--- config.mk ---
export PLATFORM = sky130hd
export DESIGN_NAME = lpr_byte_unit
export DESIGN_NICKNAME = d
export VERILOG_FILES = /design/src/rtl/core/lpr_pkg.sv /design/src/rtl/core/lpr_byte_unit.sv
export SDC_FILE = /design/constraint.sdc
export NUM_CORES = 1
export LEC_CHECK = 0
export ABC_AREA = 1
export BUFFER_PORTS_ARGS = -buffer_cell sky130_fd_sc_hd__buf_4
export CORE_UTILIZATION = 35
export CTS_BUF_LIST = sky130_fd_sc_hd__clkbuf_4
export CTS_CLUSTER_DIAMETER = 50
export DETAILED_ROUTE_END_ITERATION = 8
export SYNTH_ARGS = -nofsm -noshare
export SYNTH_HDL_FRONTEND = slang
export SYNTH_SLANG_ARGS = --single-unit
--- constraint.sdc ---
create_clock -name clk -period 4.66 [get_ports clk]
set_input_delay 0.699 -clock clk [delete_from_list [all_inputs] [get_ports clk]]
set_output_delay 0.699 -clock clk [all_outputs]
set_load 0.03 [all_outputs]
--- src/rtl/core/lpr_pkg.sv ---
// ----------------------------------------------------------------------------
// lpr_pkg
// Shared codes, types and report layout functions for the page report packer.
// ----------------------------------------------------------------------------
package lpr_pkg;

  // Input function codes.
  localparam logic [1:0] FUNC_WRITE = 2'd0;
  localparam logic [1:0] FUNC_PAGE  = 2'd1;
  localparam logic [1:0] FUNC_INIT  = 2'd2;

  // Report header and command bytes.
  localparam logic [7:0] HDR_CMD_DATA  = 8'h96;
  localparam logic [7:0] HDR_DATA      = 8'h95;
  localparam logic [7:0] HDR_SETUP     = 8'h94;
  localparam logic [7:0] HDR_RESET     = 8'h93;
  localparam logic [7:0] CMD_PAGE      = 8'hb8;
  localparam logic [7:0] CMD_COLUMN    = 8'h40;
  localparam logic [7:0] CMD_ONE       = 8'h01;
  localparam logic [7:0] CMD_TWO       = 8'h02;
  localparam logic [7:0] SETUP_DELAY   = 8'h64;
  localparam logic [7:0] SETUP_ON      = 8'h3F;
  localparam logic [7:0] SETUP_START   = 8'hC0;
  localparam logic [7:0] COLUMN_COUNT  = 8'h20;

  // Report lengths in bytes.
  localparam logic [5:0] LEN_PAGE_FIRST  = 6'd44;
  localparam logic [5:0] LEN_PAGE_SECOND = 6'd38;
  localparam logic [5:0] LEN_INIT_RESET  = 6'd3;
  localparam logic [5:0] LEN_INIT_SETUP  = 6'd9;

  // Index of the last report of each run.
  localparam logic [2:0] LAST_REP_PAGE = 3'd1;
  localparam logic [2:0] LAST_REP_INIT = 3'd4;

  // Position within a run, handed to the byte unit each fill cycle.
  typedef struct packed {
    logic       init;
    logic [2:0] rep;
    logic [5:0] pos;
    logic [1:0] cs;
    logic [2:0] page;
  } byte_sel_t;

  // What one report byte is: a constant or a column taken from the store.
  typedef struct packed {
    logic       is_col;
    logic [5:0] col;
    logic [7:0] value;
  } byte_req_t;

  function automatic logic [5:0] report_len(input logic init, input logic [2:0] rep);
    logic [5:0] len;
    if (init) begin
      len = (rep == 3'd0) ? LEN_INIT_RESET : LEN_INIT_SETUP;
    end else begin
      len = (rep == 3'd0) ? LEN_PAGE_FIRST : LEN_PAGE_SECOND;
    end
    return len;
  endfunction

  function automatic logic [2:0] last_rep(input logic init);
    return init ? LAST_REP_INIT : LAST_REP_PAGE;
  endfunction

  // Layout of every report byte.
  function automatic byte_req_t report_byte(input byte_sel_t sel);
    byte_req_t  r;
    logic [2:0] k;
    r = '0;
    k = sel.rep - 3'd1;
    if (sel.init) begin
      if (sel.rep == 3'd0) begin
        unique case (sel.pos)
          6'd0:    r.value = HDR_RESET;
          6'd1:    r.value = CMD_ONE;
          default: r.value = 8'h00;
        endcase
      end else begin
        unique case (sel.pos)
          6'd0:    r.value = HDR_SETUP;
          6'd1:    r.value = {4'b0000, k[1:0], 2'b00};
          6'd2:    r.value = CMD_TWO;
          6'd4:    r.value = SETUP_DELAY;
          6'd5:    r.value = SETUP_ON;
          6'd7:    r.value = SETUP_DELAY;
          6'd8:    r.value = SETUP_START;
          default: r.value = 8'h00;
        endcase
      end
    end else if (sel.rep == 3'd0) begin
      if (sel.pos >= 6'd12) begin
        r.is_col = 1'b1;
        r.col    = sel.pos - 6'd12;
      end else begin
        unique case (sel.pos)
          6'd0:    r.value = HDR_CMD_DATA;
          6'd1:    r.value = {4'b0000, sel.cs, 2'b00};
          6'd2:    r.value = CMD_TWO;
          6'd5:    r.value = CMD_PAGE | {5'b00000, sel.page};
          6'd8:    r.value = CMD_COLUMN;
          6'd11:   r.value = COLUMN_COUNT;
          default: r.value = 8'h00;
        endcase
      end
    end else begin
      if (sel.pos >= 6'd5 && sel.pos <= 6'd36) begin
        r.is_col = 1'b1;
        r.col    = sel.pos + 6'd27;
      end else begin
        unique case (sel.pos)
          6'd0:    r.value = HDR_DATA;
          6'd1:    r.value = {4'b0000, sel.cs, 2'b01};
          6'd4:    r.value = COLUMN_COUNT;
          default: r.value = 8'h00;
        endcase
      end
    end
    return r;
  endfunction

endpackage

--- src/rtl/core/lpr_byte_unit.sv ---
// ----------------------------------------------------------------------------
// lpr_byte_unit
// Turns a run position into a report byte. Column bytes are read from the
// pixel store and masked for columns and rows outside the display.
// ----------------------------------------------------------------------------
module lpr_byte_unit #(
  parameter int DISPLAY_WIDTH  = 256,
  parameter int DISPLAY_HEIGHT = 64,
  parameter int AW             = $clog2(DISPLAY_WIDTH * 8)
) (
  input  logic              clk,
  input  logic              issue,
  input  lpr_pkg::byte_sel_t sel,
  output logic              rd_en,
  output logic [AW-1:0]     rd_addr,
  input  logic [7:0]        rd_data,
  output logic [7:0]        byte_data
);
  import lpr_pkg::*;

  localparam int XW = AW - 3;

  byte_req_t  req;
  logic [7:0] col_x;
  logic       col_ok;
  logic [7:0] row_mask;

  logic       s1_is_col;
  logic       s1_col_ok;
  logic [7:0] s1_value;
  logic [7:0] s1_mask;

  // Decode the byte and form the store address of its column.
  always_comb begin
    req     = report_byte(sel);
    col_x   = {sel.cs, req.col};
    col_ok  = req.is_col && ({1'b0, col_x} < 9'(DISPLAY_WIDTH));
    rd_en   = issue && col_ok;
    rd_addr = {col_x[XW-1:0], sel.page};
  end

  // Rows past the display height read as zero.
  always_comb begin
    for (int b = 0; b < 8; b++) begin
      row_mask[b] = {1'b0, sel.page, 3'(b)} < 7'(DISPLAY_HEIGHT);
    end
  end

  // Hold the decode while the store read is in flight.
  always_ff @(posedge clk) begin
    if (issue) begin
      s1_is_col <= req.is_col;
      s1_col_ok <= col_ok;
      s1_value  <= req.value;
      s1_mask   <= row_mask;
    end
  end

  // Finished byte, valid the cycle after issue.
  always_comb begin
    if (!s1_is_col) begin
      byte_data = s1_value;
    end else if (s1_col_ok) begin
      byte_data = rd_data & s1_mask;
    end else begin
      byte_data = 8'h00;
    end
  end

endmodule
Word-level counts from Yosys, hierarchy flattened
Cells that the tools add are included.

operators by class
  $add $sub $neg = 3
  magnitude comparators = 3
  equality and inequality tests = 7
  multiplexer cells = 13
  reductions and logical operators = 5

operators with widths
  cell                   number
  $pmux W8 S6            2
  $mux W8                5
  $pmux W8 S3            1
  $mux W7                3
  $eq A6 B3 Y1 const B   3
  $pmux W8 S2            1
  $mux W15               1
  $eq A6 B4 Y1 const B   2
  $add A6 B5 Y6 const B  1
  $eq A6 B1 Y1 const B   1
  $eq A6 B2 Y1 const B   1
  $ge A6 B3 Y1 const B   1
  $ge A6 B4 Y1 const B   1
  $le A6 B6 Y1 const B   1
  $logic_not A6 Y1       1
  $sub A6 B4 Y6 const B  1
  $logic_not A3 Y1       1
  $logic_and A1 B1 Y1    2
  $reduce_or A2 Y1       1
  $sub A2 B1 Y2 const B  1

storage, ports and cells
  register bits after elaboration = 9
  bits of input ports = 25
  output and inout port bits = 20
  word-level logic and storage cells = 33

Logic depth before layout (Yosys ltp)
Gate-level depths: netlist of the first run.

  depth after elaboration = 6
  mapped depth = 11
  mapped depth without buffers = 11

Worst setup path before layout of the first run
No wires, ideal clock.

  kind = in2out
  start = in sel[5] (netlist name)
  end = out rd_en
  arrival time = 1.990 ns
  data required time = 3.961 ns
  slack = 1.971 ns
  cell stages on the path = 10
  path buffers = 0
  path through = inv_1 -> ha_1 -> nand2_1 -> inv_1 -> nand2_1 -> nand2_1 -> nand2_2 -> nand2_4 -> nand3_2 -> nor2_1

on the way
  cells in the longest elaborated chain, start to end = 6
  elaborated cells on any way between the ends = 9
  classes of those cells = order compare (3); mux (4); reduce/logical (2)

ends and longest elaborated chain
  element                                              line                 source
  from (decl)                                          lpr_byte_unit.sv:13  input lpr_pkg::byte_sel_t sel,
  $ge A6 B3 Y1 / $le A6 B6 Y1 (equally long branches)  lpr_pkg.sv:107       if (sel.pos >= 6'd5 && sel.pos <= 6'd36) begin
  $logic_and A1 B1 Y1                                  lpr_pkg.sv:107
  $mux W7                                              lpr_pkg.sv:107
  $mux W15 (*)                                         lpr_pkg.sv:91        end else if (sel.rep == 3'd0) begin
  $mux W7 (*)                                          lpr_pkg.sv:72        if (sel.init) begin
  $logic_and A1 B1 Y1 (*)                              lpr_byte_unit.sv:38  rd_en = issue && col_ok;
  to (decl)                                            lpr_byte_unit.sv:14  output logic rd_en,

Mark *: on every way between the ends. The rest lies on a longest branch, timed or not.

Worst setup path after layout of the first run
  start = in sel[8] (netlist name)
  end = out rd_addr[5]

on the way
  cells in the longest elaborated chain, start to end = 5
  elaborated cells on any way between the ends = 8
  classes of those cells = order compare (3); mux (4); reduce/logical (1)

ends and longest elaborated chain
  element                                              line                 source
  $ge A6 B3 Y1 / $le A6 B6 Y1 (equally long branches)  lpr_pkg.sv:107
  $logic_and A1 B1 Y1                                  lpr_pkg.sv:107
  $mux W7                                              lpr_pkg.sv:107
  $mux W15 (*)                                         lpr_pkg.sv:91
  $mux W7 (*)                                          lpr_pkg.sv:72
  to (decl)                                            lpr_byte_unit.sv:15  output logic [AW-1:0] rd_addr,

Marked as above.

==> metrics, run 1 <==
Max Cap Violations=0; Max H-tree Level=1; drt drc=0; Post-synth EDFFs=9; Crit. Startpoint=sel[8]; pwr/cell area=~180 nW/µm²; Post-CTS Setup Bufs=0; vias in the first global route=1077; clk root buf=clkbuf_4; TritonCTS clock tree=built; Critical Path AT=2.21 ns; Yosys cell types=27; status=complete, no violations; Setup-failing EPs final=0; CTS max path bufs=2; synthesized instance count=185; Iter 0 DRT Violations=35; grt met2 use=0.245; DR vias/cell=approximately 4.6; Layout fillers=380; crit path launch type=input pin; GRT met1 Usage=0.183; TNS Setup=0 ns; Global Route Usage Sum=0.142; GRT met3 Usage=0.0163; Final Hold Fails=0; Crit path required time=3.96 ns; core area=3470 µm²; max-slew violations=0; synthesized area=1320 µm²; Ys Warns=0; Num CTS Buffers=3; Antenna Nets Post-Route=0; CTS Sinks=9; post-synthesis sequential area ratio=0.205; port bufs=44; I/O pins=45; peak supply drop=0.0591 mV; power consumption=285 µW; Period minus WS final=approximately 2.9 ns; initial antenna violation count=0; global-route wire length before repair=roughly 4600 µm; GR Overflow Total=0; area grow syn2layout=23.2%; Starting Density=0.380; final wirelength=2760 µm; Chip Height=between 60 and 70 µm; largest net degree at the start of global routing=17; setup ws final=1.75 ns; Crit. End Element=output port; post-CTS resize count=0; drt pass-1 iters=4; critical path class=input pin to output port; Most Crowded Layer GR=met2; Post-CTS Hold Buffers=0; worst slew pin tran=0.623 ns; Row Count=21; syn_area_per_cell=between 7 and 8 µm²; Horiz. Die Dim=63.3 µm; Main synth FF type=edfxtp_1; dpl ws=1.75 ns; # diodes=0; synthesis-stage register bit count=9; Critical path destination=rd_addr[5]; Hold Slack=0.743 ns; wire per inst=10.5 µm; syn nets=221; Crit Path Max Fanout=6; Final GP Congestion=0.844; Clock transition at path regs=0.06 ns; RSZ-0062 raised after global routing=false; Fmax achieved=344 MHz; DR vias=1221; ys async rst share=0; Final HPWL DP=about 2300 µm; fin crit share=0.624; Nets=255; worst min path class=input pin to flip-flop; share of cells above drive strength 1=0.335; die area=4010 µm²; Slew headroom=0.584; leak pwr=0.000898 µW
## flip-flops by register name (all words and copies together), names as in the netlist
| name | cells |
|---|---|
| s1_col_ok | 1 |
| s1_value | 8 |
## cell type report
class	instances	area, µm²	share of cell area
inverter	26	97.6	0.0602
sequential	9	270	0.167
multi-input combinational	135	836	0.515
clock buffer	4	30.0	0.0185
timing repair buffer	44	330	0.204
tap	46	57.6	0.0355
## metal layers
layer	vias to the layer above	share of wire	routed length [µm]
met4	0	0	0
met5	-	0	0
li1	659	-	-
met2	44	0.48	1320
met3	0	0.059	162
met1	518	0.46	1280
## worst min-delay path by stage
stage                      from               endpoint  slack (ns)  depth (start not counted)
final                     issue  s1_value[2]$_DFFE_PP_        0.74                          1
after global placement    issue  s1_value[2]$_DFFE_PP_         1.0                          1
after floorplan           issue    s1_col_ok$_DFFE_PP_        0.81                          0
after detailed placement  issue  s1_value[2]$_DFFE_PP_        1.00                          1
after CTS                 issue  s1_value[2]$_DFFE_PP_        0.74                          1
after global routing      issue  s1_value[2]$_DFFE_PP_        0.73                          1
## cells in the final DEF (no fill, tap or decap), types with 6 or more instances in the layout
cell and count:
a21oi_1 10, buf_4 44, edfxtp_1 9, ha_1 11
inv_1 24, mux2_2 8, nand2_1 36, nand3_1 26
nor2_1 14, o21ai_0 6
## worst max-delay path: stages
cell and delay (ns):
buf_4 0.13, inv_1 0.14, ha_1 0.24, nand2_1 0.11, inv_1 0.07, nand2_1 0.05, nand2_1 0.08, nand2_2 0.11
nand2_4 0.08, nand3_2 0.15, nor2_1 0.16, buf_4 0.18
## cell usage after synthesis (2+ instances only)
cell type  count  area share
clkbuf_1       2      0.0057
buf_6          2       0.017
buf_4         11       0.063
edfxtp_1       9        0.21
inv_1         24       0.068
mux2_2         8       0.068
o21ai_0        6       0.023
nand3_1       26       0.099
nor2_2         3       0.014
ha_1          11        0.10
inv_2          2      0.0057
a21oi_1       10       0.038
nand2_4        4       0.034
nand2_1       36        0.10
nand4_1        2      0.0095
nor2_1        14       0.040
xor2_1         3       0.020
o21ai_1        2      0.0076
nor2_4         2       0.017
## per-stage QoR
step	std cells	area, µm²	utilization
2_1_floorplan	185	1320	-
4_1_cts	264	1620	0.468
6_report	264	1620	0.468
3_5_place_dp	260	1590	0.459
3_3_place_gp	260	1590	0.459
5_1_grt	264	1620	0.468
## power by group
part	total [µW]	internal (µW)	switching (µW)
Combinational	126	51.2	74.7
Clock	61.6	38.5	23.0
Sequential	97.4	94.4	3.04
Total	285	184	101
## cell families (layout without fill, tap and decap cells)
family          after synthesis  count (layout)  synth area share
simple gates                 92              92             0.352
buf+inv                      41              74             0.160
compound gates               21              21            0.0903
fa+ha+maj                    11              11             0.105
flops                         9               9             0.205
mux                           8               8            0.0684
xor+xnor                      3               3            0.0200
(Power assumes the default switching activity.)
==> run 2: changes to the inputs <==
- clock period: 4.66 -> 2.5 ns (I/O delays scaled with it)
==> metrics, run 2 (synthesized netlist as in run 1, its figures left out) <==
area grow syn2layout=24.3%; Comb power frac=0.444 (+0.002); Antenna Nets Post-Route=0 (unchanged); Max Cap Violations=0 (unchanged); Most flops, register=s1_value; GRT met3 Usage=0.0163 (unchanged); Crit Path Max Fanout=6 (unchanged); I/O pins=45 (unchanged); TNS Setup=0 ns (unchanged); port bufs=44 (unchanged); DR vias/cell=4.56 (-1.4%); GR Overflow Total=0 (unchanged); leak pwr=0.000908 µW (+1.2%); TritonCTS clock tree=built; wire per inst=10.4 µm (-0.39%); Post-CTS Hold Buffers=0 (unchanged); Row Count=21 (unchanged); die area=4010 µm² (unchanged); CTS max path bufs=2 (unchanged); Slew headroom=0.763 (+0.179); vias in the first global route=1153 (+7.1%); Chip Height=63.3 µm (unchanged); worst min path class=input pin to flip-flop; Pint=345 µW (+87%); initial antenna violation count=0 (unchanged); worst hold start=issue; RSZ-0062 raised after global routing=false; Flop pwr share=0.339 (-0.003); sw frac=0.354 (about the same); grt met2 use=0.262 (+0.0173); Critical Path AT=1.82 ns (-0.39 ns); sw power=189 µW (+87%); Max H-tree Level=1 (unchanged); CTS Sinks=9 (unchanged); Crit path required time=2.12 ns (-1.84 ns); Global Route Usage Sum=0.146 (+0.00375); crit path launch type=input pin; drt pass-1 iters=4 (unchanged); drt drc=0 (unchanged); most frequent cells in the layout=buf_4, nand2_1, nand3_1; worst slew pin tran=0.352 ns (-0.271 ns); Horiz. Die Dim=63.3 µm (unchanged); share of cells above drive strength 1=0.341 (+0.00605); global-route wire length before repair=4760 µm (+2.9%); clk root buf=clkbuf_4; Setup-failing EPs final=0 (unchanged); # diodes=0 (unchanged); Fmax achieved=456 MHz; Crit. End Element=output port; DR vias=1213 (-0.66%); Clock Power Share=0.217 (about the same); power consumption=534 µW (+87%); Starting Density=0.380 (unchanged); Final GP Congestion=0.831 (-1.5%); Nets=257 (+0.78%); Most Crowded Layer GR=met2; status=complete, no violations; fin crit share=0.878; Period minus WS final=2.20 ns; pwr/cell area=326 nW/µm² (+86%); dpl ws=0.315 ns (-1.44 ns); post-CTS resize count=0 (unchanged); commonest non-fill, non-tap cell in the layout=buf_4; critical path class=input pin to output port; Largest register FFs=8 (unchanged); setup ws final=0.305 ns (-1.45 ns); peak supply drop=0.109 mV (+85%); Final HPWL DP=2350 µm (+0.16%); final wirelength=2770 µm (+0.36%); Iter 0 DRT Violations=28 (-20%); Hold Path Sink=s1_value[2]$_DFFE_PP_; Post-CTS Setup Bufs=0 (unchanged); Final Hold Fails=0 (unchanged); max-slew violations=0 (unchanged); Num CTS Buffers=3 (unchanged); worst hold path depth=1 (unchanged); Clock transition at path regs=0.06 ns (about the same); Hold Slack=0.418 ns (-0.325 ns); GRT met1 Usage=0.179 (-0.00352); Top Registers=s1_value (8), s1_col_ok (1); core area=3470 µm² (unchanged); largest net degree at the start of global routing=17 (unchanged)
-- run 2: cell types whose count changed in the layout (fill, tap and decap cells not counted), sizes merged --
| cell | change |
|---|---|
| buf | +2 |
-- run 2: how the worst max path moves through the flow --
stage           start         end  slack (ns)  cells past startpoint
6_report       sel[5]       rd_en        0.30                     12
5_1_grt        sel[8]       rd_en        0.08                     12
4_1_cts        sel[8]       rd_en        0.29                     12
3_5_place_dp   sel[5]       rd_en        0.31                     12
3_3_place_gp   sel[5]  rd_addr[4]        0.33                     12
2_1_floorplan  sel[5]       rd_en        0.46                     10
-- run 2: final cells by class --
cell class	count	area [µm²]
Sequential cell	9	270
Inverter	26	97.6
Multi-Input combinational cell	135	836
Tap cell	46	57.6
Clock buffer	4	30.0
Fill cell	386	1830
Timing Repair Buffer	46	345
-- run 2: worst max-delay path, cell delays in order --
cell and delay (ns):
buf_4 0.13, inv_1 0.11, ha_1 0.25, nand2_1 0.11, inv_1 0.06, nand2_1 0.04
nand2_1 0.07, nand2_2 0.10, nand2_4 0.08, nand3_2 0.15, nor2_1 0.15, buf_4 0.17
-- run 2: metrics by stage --
stage          utilization  instances  instance area [µm²]
4_1_cts              0.472        266                 1640
5_1_grt              0.472        266                 1640
2_1_floorplan            -        185                 1320
3_5_place_dp         0.463        262                 1610
6_report             0.472        266                 1640
3_3_place_gp         0.463        262                 1610
-- run 2: layer usage --
| layer | vias to the layer above | part of all wire |
|---|---|---|
| met4 | 0 | 0 |
| met3 | 0 | 0.062 |
| met5 | - | 0 |
| met1 | 510 | 0.46 |
| met2 | 40 | 0.47 |
| li1 | 663 | - |
-- run 2: power groups by stage --
stage | logic (µW) | registers (µW) | clock network, µW
6_report | 237 | 181 | 116
2_1_floorplan | 167 | 180 | 0
3_3_place_gp | 237 | 185 | 0
5_1_grt | 257 | 183 | 127
3_5_place_dp | 237 | 185 | 0
4_1_cts | 238 | 182 | 120
